`src/rtl/core/vkv_pkg.sv`:
```
// ----------------------------------------------------------------------------
// Vehicle kinematics package
// Constants and the CORDIC angle table shared by the kinematics core.
// ----------------------------------------------------------------------------
`default_nettype none

package vkv_pkg;

  localparam int TABLE_LEN        = 24;
  localparam int CORDIC_STEPS_DEF = 16;
  localparam int GUARD_BITS       = 12;
  localparam int RATE_W           = 10;
  localparam logic [RATE_W-1:0] RATE_RESET = 10'd10;
  localparam logic [31:0] INV_GAIN_Q32 = 32'd2608131496;
  localparam int DEG180           = 11796480;
  localparam int HEADING_MAX      = 23040;
  localparam int ATAN_W           = 23;
  localparam int IDX_W            = $clog2(TABLE_LEN);

  // Angle of atan(2^-i) in degrees times 65536, rounded to nearest.
  function automatic logic [ATAN_W-1:0] atan_deg16(input logic [IDX_W-1:0] idx);
    logic [ATAN_W-1:0] a;
    begin
      case (idx)
        5'd0: a = 23'd2949120;
        5'd1: a = 23'd1740967;
        5'd2: a = 23'd919879;
        5'd3: a = 23'd466945;
        5'd4: a = 23'd234379;
        5'd5: a = 23'd117304;
        5'd6: a = 23'd58666;
        5'd7: a = 23'd29335;
        5'd8: a = 23'd14668;
        5'd9: a = 23'd7334;
        5'd10: a = 23'd3667;
        5'd11: a = 23'd1833;
        5'd12: a = 23'd917;
        5'd13: a = 23'd458;
        5'd14: a = 23'd229;
        5'd15: a = 23'd115;
        5'd16: a = 23'd57;
        5'd17: a = 23'd29;
        5'd18: a = 23'd14;
        5'd19: a = 23'd7;
        5'd20: a = 23'd4;
        5'd21: a = 23'd2;
        5'd22: a = 23'd1;
        default: a = 23'd0;
      endcase
      return a;
    end
  endfunction

endpackage

`default_nettype wire

```
`src/rtl/core/vehicle_kinematics_from_velocity_core.sv`:
```
// ----------------------------------------------------------------------------
// Vehicle kinematics from velocity core
// Speed, heading and acceleration of two velocity vectors by one shared
// CORDIC vectoring datapath and one shared multiplier.
// ----------------------------------------------------------------------------
// Each vector passes through the load, rotation, multiply and scale states in
// turn; a vector with zero lateral part skips its rotations and is settled in
// the load state. The two accelerations and the output follow. A new item is
// taken only in idle, after the last one has left for the output register;
// a result still held in the output register stalls the next one.
// Reset clears the sequencer, the output valid, the previous speeds and sets
// the sample rate to 10 Hz.
`default_nettype none

module vehicle_kinematics_from_velocity_core
  import vkv_pkg::*;
#(
  parameter int CORDIC_STEPS = CORDIC_STEPS_DEF
) (
  input  wire logic                     clk,
  input  wire logic                     rst,
  input  wire logic                     cfg_write_en,
  input  wire logic [RATE_W-1:0]        cfg_write_data,
  input  wire logic                     in_valid,
  output logic                          in_ready,
  input  wire logic signed [15:0]       ego_long_velocity,
  input  wire logic signed [15:0]       ego_lat_velocity,
  input  wire logic signed [15:0]       veh_long_velocity,
  input  wire logic signed [15:0]       veh_lat_velocity,
  input  wire logic                     first_sample,
  output logic                          out_valid,
  input  wire logic                     out_ready,
  output logic [15:0]                   ego_speed,
  output logic signed [15:0]            ego_heading,
  output logic signed [26:0]            ego_accel,
  output logic [15:0]                   veh_speed,
  output logic signed [15:0]            veh_heading,
  output logic signed [26:0]            veh_accel,
  output logic signed [16:0]            rel_speed,
  output logic signed [27:0]            rel_accel
);

  localparam int STEPS     = (CORDIC_STEPS > TABLE_LEN) ? TABLE_LEN : CORDIC_STEPS;
  localparam logic [IDX_W-1:0] ITER_LAST = IDX_W'(STEPS - 1);
  localparam int XW        = 31;
  localparam int ZW        = 27;
  localparam int BW        = 33;
  localparam int PW        = XW + BW;
  localparam logic signed [PW-1:0] RND = PW'(1) <<< 43;
  localparam logic signed [ZW-1:0] Z180 = ZW'(DEG180);
  localparam logic signed [ZW-1:0] HMAX = ZW'(HEADING_MAX);

  typedef enum logic [2:0] {
    S_IDLE, S_LOAD, S_ITER, S_MUL, S_SCALE, S_ACC_E, S_ACC_V, S_OUT
  } state_t;

  state_t state;
  logic   vsel;
  logic [IDX_W-1:0] iter;
  logic [RATE_W-1:0] sample_rate;

  logic signed [15:0] ego_lon_q, ego_lat_q, veh_lon_q, veh_lat_q;
  logic first_q;
  logic signed [XW-1:0] x, y;
  logic signed [ZW-1:0] z;
  logic signed [PW-1:0] prod;
  logic [15:0] ego_spd, veh_spd;
  logic signed [15:0] ego_hd, veh_hd;
  logic signed [26:0] ego_acc, veh_acc;
  logic signed [16:0] prev_ego_speed, prev_veh_speed;

  logic signed [15:0] lon, lat;
  logic signed [XW-1:0] lon_s, lat_s, dx, dy, x_pos;
  logic signed [ZW-1:0] atan_z, z_rnd, hd_full;
  logic signed [16:0] lon_abs, spd_diff;
  logic [15:0] res_spd, zl_spd;
  logic signed [15:0] res_hd, zl_hd;
  logic signed [PW-1:0] prod_rnd, mul_p;
  logic signed [XW-1:0] mul_a;
  logic signed [BW-1:0] mul_b;

  always_comb begin
    lon     = vsel ? veh_lon_q : ego_lon_q;
    lat     = vsel ? veh_lat_q : ego_lat_q;
    lon_s   = {{(XW-16-GUARD_BITS){lon[15]}}, lon, {GUARD_BITS{1'b0}}};
    lat_s   = {{(XW-16-GUARD_BITS){lat[15]}}, lat, {GUARD_BITS{1'b0}}};
    lon_abs = lon[15] ? -17'(lon) : 17'(lon);
    zl_spd  = lon_abs[15:0];
    zl_hd   = lon[15] ? 16'(HEADING_MAX) : 16'sd0;
    dx      = y >>> iter;
    dy      = x >>> iter;
    atan_z  = $signed(ZW'(atan_deg16(iter)));
    x_pos   = x[XW-1] ? '0 : x;
    spd_diff = (state == S_ACC_V) ? ($signed({1'b0, veh_spd}) - prev_veh_speed)
                                  : ($signed({1'b0, ego_spd}) - prev_ego_speed);
    if (state == S_MUL) begin
      mul_a = x_pos;
      mul_b = $signed({1'b0, INV_GAIN_Q32});
    end else begin
      mul_a = XW'(spd_diff);
      mul_b = $signed(BW'(sample_rate));
    end
    mul_p    = PW'(mul_a) * PW'(mul_b);
    prod_rnd = prod + RND;
    res_spd  = (|prod_rnd[PW-1:60]) ? 16'hFFFF : prod_rnd[59:44];
    z_rnd    = z + ZW'(256);
    hd_full  = z_rnd >>> 9;
    if (hd_full > HMAX) begin
      res_hd = 16'(HEADING_MAX);
    end else if (hd_full < -HMAX) begin
      res_hd = -16'(HEADING_MAX);
    end else begin
      res_hd = hd_full[15:0];
    end
  end

  assign in_ready = (state == S_IDLE);

  always_ff @(posedge clk) begin
    if (rst) begin
      state          <= S_IDLE;
      vsel           <= 1'b0;
      iter           <= '0;
      sample_rate    <= RATE_RESET;
      out_valid      <= 1'b0;
      prev_ego_speed <= '0;
      prev_veh_speed <= '0;
    end else begin
      if (cfg_write_en) begin
        sample_rate <= cfg_write_data;
      end
      if (out_valid && out_ready && state != S_OUT) begin
        out_valid <= 1'b0;
      end
      case (state)
        S_IDLE: begin
          if (in_valid) begin
            ego_lon_q <= ego_long_velocity;
            ego_lat_q <= ego_lat_velocity;
            veh_lon_q <= veh_long_velocity;
            veh_lat_q <= veh_lat_velocity;
            first_q   <= first_sample;
            vsel      <= 1'b0;
            state     <= S_LOAD;
          end
        end
        S_LOAD: begin
          if (lat == 16'sd0) begin
            if (vsel) begin
              veh_spd <= zl_spd;
              veh_hd  <= zl_hd;
              state   <= S_ACC_E;
            end else begin
              ego_spd <= zl_spd;
              ego_hd  <= zl_hd;
              vsel    <= 1'b1;
            end
          end else begin
            iter <= '0;
            if (lon[15]) begin
              x <= -lon_s;
              y <= -lat_s;
              z <= lat[15] ? -Z180 : Z180;
            end else begin
              x <= lon_s;
              y <= lat_s;
              z <= '0;
            end
            state <= S_ITER;
          end
        end
        S_ITER: begin
          if (y[XW-1]) begin
            x <= x - dx;
            y <= y + dy;
            z <= z - atan_z;
          end else begin
            x <= x + dx;
            y <= y - dy;
            z <= z + atan_z;
          end
          iter <= iter + IDX_W'(1);
          if (iter == ITER_LAST) begin
            state <= S_MUL;
          end
        end
        S_MUL: begin
          prod  <= mul_p;
          state <= S_SCALE;
        end
        S_SCALE: begin
          if (vsel) begin
            veh_spd <= res_spd;
            veh_hd  <= res_hd;
            state   <= S_ACC_E;
          end else begin
            ego_spd <= res_spd;
            ego_hd  <= res_hd;
            vsel    <= 1'b1;
            state   <= S_LOAD;
          end
        end
        S_ACC_E: begin
          ego_acc <= first_q ? 27'sd0 : mul_p[26:0];
          state   <= S_ACC_V;
        end
        S_ACC_V: begin
          veh_acc <= first_q ? 27'sd0 : mul_p[26:0];
          state   <= S_OUT;
        end
        S_OUT: begin
          if (!out_valid || out_ready) begin
            out_valid      <= 1'b1;
            ego_speed      <= ego_spd;
            ego_heading    <= ego_hd;
            ego_accel      <= ego_acc;
            veh_speed      <= veh_spd;
            veh_heading    <= veh_hd;
            veh_accel      <= veh_acc;
            rel_speed      <= $signed({1'b0, ego_spd}) - $signed({1'b0, veh_spd});
            rel_accel      <= 28'(ego_acc) - 28'(veh_acc);
            prev_ego_speed <= $signed({1'b0, ego_spd});
            prev_veh_speed <= $signed({1'b0, veh_spd});
            state          <= S_IDLE;
          end
        end
        default: begin
          state <= S_IDLE;
        end
      endcase
    end
  end

  a_iter_bound: assert property (@(posedge clk) disable iff (rst)
    state == S_ITER |-> iter <= ITER_LAST)
    else $error("rotation counter ran past the last step");

  a_heading_range: assert property (@(posedge clk) disable iff (rst)
    out_valid |-> (ego_heading <= 16'sd23040) && (ego_heading >= -16'sd23040) &&
                  (veh_heading <= 16'sd23040) && (veh_heading >= -16'sd23040))
    else $error("heading outside the half-turn range");

  a_rel_speed: assert property (@(posedge clk) disable iff (rst)
    out_valid |-> rel_speed == ($signed({1'b0, ego_speed}) - $signed({1'b0, veh_speed})))
    else $error("relative speed does not match the two speeds");

  a_first_zero: assert property (@(posedge clk) disable iff (rst)
    state == S_OUT && first_q |-> ego_acc == 27'sd0 && veh_acc == 27'sd0)
    else $error("non-zero acceleration on the first item of a log");

endmodule

`default_nettype wire

```
`config.mk`:
```
export PLATFORM = sky130hd
export DESIGN_NAME = vehicle_kinematics_from_velocity_core
export DESIGN_NICKNAME = d
export VERILOG_FILES = /design/src/rtl/core/vkv_pkg.sv /design/src/rtl/core/vehicle_kinematics_from_velocity_core.sv
export SDC_FILE = /design/constraint.sdc
export NUM_CORES = 2
export LEC_CHECK = 0
export BUFFER_PORTS_ARGS = -buffer_cell sky130_fd_sc_hd__buf_2
export CAP_MARGIN = 20
export CORE_UTILIZATION = 25
export CTS_CLUSTER_DIAMETER = 80
export DETAILED_ROUTE_END_ITERATION = 10
export GPL_ROUTABILITY_DRIVEN = 0
export PLACE_DENSITY = 0.46
export RECOVER_POWER = 100
export SYNTH_ARGS = -nofsm -noshare
export SYNTH_HDL_FRONTEND = slang
export SYNTH_SLANG_ARGS = --single-unit
```
`constraint.sdc`:
```
create_clock -name clk -period 18.8 [get_ports clk]
set_input_delay 1.88 -clock clk [delete_from_list [all_inputs] [get_ports clk]]
set_output_delay 1.88 -clock clk [all_outputs]
set_load 0.05 [all_outputs]
```
Word-level counts from Yosys, hierarchy flattened
Memories as Yosys holds them, arrays and structs flattened. A register that Yosys moved wholly into a read port is not among the register bits.
Cells that the tools add are included.
{ "classes": {"eq_ne": 19, "n_shift": 2, "n_mux": 58, "order_cmp": 2, "add_sub_neg": 16, "reduce_logical": 22, "mul": 1, "n_bitwise": 1} }
{ "op_table": {"columns": ["operator", "count"], "rows": [
  ["$mux W16", 18],
  ["$mux W31", 7],
  ["$mux W27", 5],
  ["$pmux W16 S2", 4],
  ["$pmux W31 S2", 2],
  ["$add A64 B45 Y64 const B", 1],
  ["$mul A31 B33 Y64", 1],
  ["$add A31 B31 Y31", 2],
  ["$neg A28 Y31", 2],
  ["$sshr A31 B5 Y31", 2],
  ["$sub A31 B31 Y31", 2],
  ["$pmux W27 S2", 1],
  ["$sub A16 B16 Y17", 3],
  ["$mux W32", 1],
  ["$mux W30", 1],
  ["$sub A27 B27 Y28", 1],
  ["$add A27 B10 Y27 const B", 1],
  ["$add A27 B24 Y27", 1],
  ["$sub A27 B24 Y27", 1],
  ["$pmux W3 S8", 1],
  ["$gt A18 B16 Y1 const B", 1],
  ["$lt A18 B16 Y1 const B", 1],
  ["$mux W3", 6],
  ["$ne A2 B2 Y1 const B", 9],
  ["other kinds (26)", 47]
]} }
{ "totals": {"romBits": 704, "elab_cells": 152, "output_inout_bits": 165, "in_bits": 80, "regBits": 551, "mem_count": 1} }
{ "mem_list": {"columns": ["memory", "words", "word_bits", "read_ports", "rd_clocked_by_memory_dff", "wr", "line_no", "text"], "rows": [
  ["(name not given)", 32, 22, 1, 1, 0, "vkv_pkg.sv:24", "case (idx)"]
]} }

Longest topological paths before layout
{ "logic_depth": {"depth_word": 6, "mapped_depth": 41} }

Worst setup path after synthesis
OpenSTA, ideal clock, no wires.
{ "synth_path": {"path_type": "input-to-reg", "start": "input out_ready", "end": "register ego_accel[0], enable pin", "setup_slack_ns": 8.899, "arrival_time_ns": 9.212, "stages": 5, "required_ns": 18.111, "setup_ns": 0.689, "cell_sequence": "nand2b_1 -> nand2b_1 -> clkbuf_1 -> clkbuf_1 -> nor2_1"} }
{ "synth_between": {"elab_chain_cells": 2} }
{ "synth_rtl": {"columns": ["item", "line_no", "text"], "rows": [
  ["start, declared", "vehicle_kinematics_from_velocity_core.sv:32", "input wire logic out_ready,"],
  ["$logic_or A1 B1 Y1", "vehicle_kinematics_from_velocity_core.sv:212", "if (!out_valid || out_ready) begin"],
  ["$reduce_and A3 Y1 (no line)", null, null],
  ["end signal, assigned", "vehicle_kinematics_from_velocity_core.sv:216", "ego_accel <= ego_acc;"],
  ["end, declared", "vehicle_kinematics_from_velocity_core.sv:35", "output logic signed [26:0] ego_accel,"]
]} }
Every way passes these cells.
A chain may end at the register's enable or synchronous reset.

Worst setup path after layout
{ "layout_path": {"start": "register state[0]", "end": "register prod[61] (data pin)"} }
{ "layout_between": {"elab_chain_cells": 4} }
{ "layout_rtl": {"columns": ["item", "line_no", "text"], "rows": [
  ["start, declared", "vehicle_kinematics_from_velocity_core.sv:57", "state_t state;"],
  ["start signal, assigned", "vehicle_kinematics_from_velocity_core.sv:121", "state <= S_IDLE;"],
  ["start signal, assigned", "vehicle_kinematics_from_velocity_core.sv:144", "state <= S_LOAD;"],
  ["start signal, assigned", "vehicle_kinematics_from_velocity_core.sv:152", "state <= S_ACC_E;"],
  ["$eq A3 B3 Y1", "vehicle_kinematics_from_velocity_core.sv:94", "spd_diff = (state == S_ACC_V) ? ($signed({1'b0, veh_spd}) - prev_veh_speed)"],
  ["$mux W17", "vehicle_kinematics_from_velocity_core.sv:94", null],
  ["$mux W31", "vehicle_kinematics_from_velocity_core.sv:96", "if (state == S_MUL) begin"],
  ["$mul A31 B33 Y64 *", "vehicle_kinematics_from_velocity_core.sv:103", "mul_p = PW'(mul_a) * PW'(mul_b);"],
  ["via mul_p[61]", "vehicle_kinematics_from_velocity_core.sv:78", "logic signed [PW-1:0] prod_rnd, mul_p;"],
  ["end signal, assigned", "vehicle_kinematics_from_velocity_core.sv:188", "prod <= mul_p;"],
  ["end, declared", "vehicle_kinematics_from_velocity_core.sv:66", "logic signed [PW-1:0] prod;"]
]} }
Mark *: on every way through the listed nets, which the timed path passes. The rest lies on a longest branch.

==> results.py <==
metrics = {
    "routing": {
        "ant_nets": 0,
        "drc": 0,
        "first_iter_violations": 3341,
        "wirelength_mm": 180,
        "viasPerCell": 4.69,
        "drtPass1Iterations": 8,
        "wl_per_cell_um": 19.9,
        "vias": 42300,
    },
    "min_path": {
        "holdCritStartpoint": "veh_hd[1]",
        "hp-class": "flip-flop to flip-flop",
    },
    "synthesis": {
        "seq_area_frac_synth_pct": 26.5,
        "synth_area_leaders": "edfxtp_1, fa_1, ha_1",
        "synthCells": 5752,
        "synth_top_area_cell": "edfxtp_1",
        "synth_most_common_cell": "inv_1",
        "ys_async_sr_fraction_pct": 0,
        "synth_common_cells": "inv_1, fa_1, ha_1",
        "synth_seq_cells": 530,
        "synthFlopType": "edfxtp_1",
        "synth_cell_type_count": 105,
        "yosys_warnings": 0,
        "synth_top_area_share_pct": 23.9,
        "synth.avg_cell_area_um2": 9.94,
        "syn_area_um2": 57200,
        "synth-edff-count": 456,
    },
    "layout": {
        "finalNonFillerCells": 9021,
        "drive_gt1_share_pct": 6.26,
        "syn_to_final_growth_pct": 11.6,
        "nets": 7161,
        "fin_util_pct": 28.1,
    },
    "die": {
        "die-area_um2": 231000,
        "start_util_pct": 25.2,
        "rows": 175,
        "die_w_um": 480,
        "coreArea_um2": 227000,
        "die_y_um": 480,
        "ios": 245,
    },
    "clocking": {
        "cts.htree.levels": 3,
        "clk_path_buf_depth": 3,
        "cts_setup_buffers": 0,
        "cts_tree": "built",
        "path_clk_slew_ps": 60,
        "clkLatencyLatePin_ps": 700,
        "numCtsBuffers": 71,
        "root_buffer": "clkbuf_16",
        "hold_buffers": 0,
        "numClockSinks": 530,
        "post_cts_resized": 0,
    },
    "sta": {
        "slew_headroom_pct": -212,
        "clock.fmax_ghz": 0.0803,
        "period_share_pct": 66.2,
        "slew_viol_final": 870,
        "hold_viol": 0,
        "max_slew.worst_pin.slew_ps": 4670,
        "setup_violations": 0,
        "fin_crit_ps": 12450,
        "hold_ws_ps": 417,
        "setup_tns_ps": 0,
        "rsz0062_at_grt": "no",
        "skew_ps": 37.4,
    },
    "setup_path": {
        "critPathLaunch": "state[0]",
        "worstPathMaxFanout": 34,
        "crit_arrival_ps": 12890,
        "crit_type": "flip-flop to flip-flop",
        "timing.rr.start": "state[0]",
        "path_common_cell": "inv_1",
        "worst-path-buf-inv": 8,
        "cp-start-kind": "flip-flop",
        "crit_path_end_kind": "flip-flop",
        "cpMaxStageDelayCell": "nand2_1",
        "crit_required_ps": 19240,
        "cp_top_family": "adder cells",
        "max_stage_delay_ps": 890,
    },
    "placement": {
        "dp_hpwl_mm": 148,
        "place_inst": 8881,
        "io_buffers": 244,
    },
    "flow_run": {
        "cap_violations": 19,
    },
    "global_routing": {
        "grt_pass1_vias": 42400,
        "grt_overflow": 0,
        "grt_max_degree": 74,
        "grt_antenna_before_repair": 6,
        "grt_usage_pct": 15.5,
        "grt_pass1_wl_mm": 270,
    },
    "outcome": {
        "status": "finished, violations left",
        "violations": "capacitance limit, slew limit",
    },
    "pwr": {
        "p_per_area_nw_per_um2": 91.5,
        "ir_drop_uv": 57.4,
        "p_leak_uw": 0.0279,
    },
}
layer usage:
metal | vias to the layer above | GRT usage, % | wire, um
li1 | 19800 | - | -
met4 | 0 | 3.69 | 4060
met1 | 21100 | 21.7 | 82100
met3 | 188 | 2.56 | 11500
met2 | 1215 | 24.7 | 82200
met5 | - | 0 | 0
through the flow:
step                power [uW]  instance area (um^2)  setup WS, ps
finish                    5840                 63800          6350
global route              6330                 63800          5510
CTS                       5920                 64200          6920
detailed placement        4480                 61800          6940
global placement          4470                 61800          7150
floorplan                 3700                 57200          8900
cell type report:
cell class	instances	area [um^2]
fill	24100	163000
multi-input combinational	4036	37400
sequential	530	15200
tap	3009	3760
inverter	1001	3760
clock buffer	86	1900
timing repair buffer	308	1380
clock inverter	45	493
antenna	6	15.0
sequential cells by signal, indices dropped and copies added, names as in the netlist, 17 cells and up:
register   count
rel_speed     17
z             27
x             31
ego_accel     27
rel_accel     28
y             31
ego_acc       27
atan_z        22
prod          21
veh_acc       27
veh_accel     27
report_power, final:
group | switching (uW) | internal [uW]
combinational | 1790 | 1200
sequential | 79.7 | 1400
clock | 579 | 805
total | 2440 | 3400
path summary, 6_finish.rpt:
kind                     to  slack (ps)  cells past startpoint
max                prod[61]        6350                     32
min          veh_heading[1]         420                      0
max reg2reg        prod[61]        6350                     32
min reg2reg  veh_heading[1]         420                      0
worst register-to-register path, delay by kind of cell, from the launching register on:
kind | cells | cell delay, ps
AOI/OAI and AO/OA | 8 | 3660
xor gates and xnor gates | 1 | 160
adders and majority gates | 9 | 3800
buffers and inverters | 8 | 1980
DFF | 1 | 550
and+or+nand+nor | 6 | 2050
placed cells by master (no fill, tap or decap), types with 28 or more instances in the layout:
cell / n
a21o_1: 87
clkbuf_16: 73
and3_1: 41
nor3_1: 91
ha_1: 522
or2_2: 28
o21bai_1: 33
fa_1: 611
nand2_1: 426
nand2b_1: 46
mux2i_1: 108
nand3_1: 88
and2_1: 73
a21oi_1: 328
buf_2: 74
nor2_1: 429
xor2_1: 119
edfxtp_1: 456
o21a_1: 47
xnor2_1: 168
a31oi_1: 59
clkbuf_1: 211
dfxtp_1: 72
inv_1: 996
nand4_1: 29
o21ai_0: 175
mux4_2: 64
nor2b_1: 53
buf_4: 32
kinds of logic after synthesis:
logic type | after synthesis | share of synthesized area [%]
other cells | 2 | 0.0131
mux | 213 | 5.59
buf+inv | 1191 | 8.20
flops | 530 | 26.5
simple gates | 1428 | 11.8
fa+ha+maj | 1133 | 32.8
xor+xnor | 287 | 4.40
compound gates | 968 | 10.7
(Power assumes the default switching activity.)
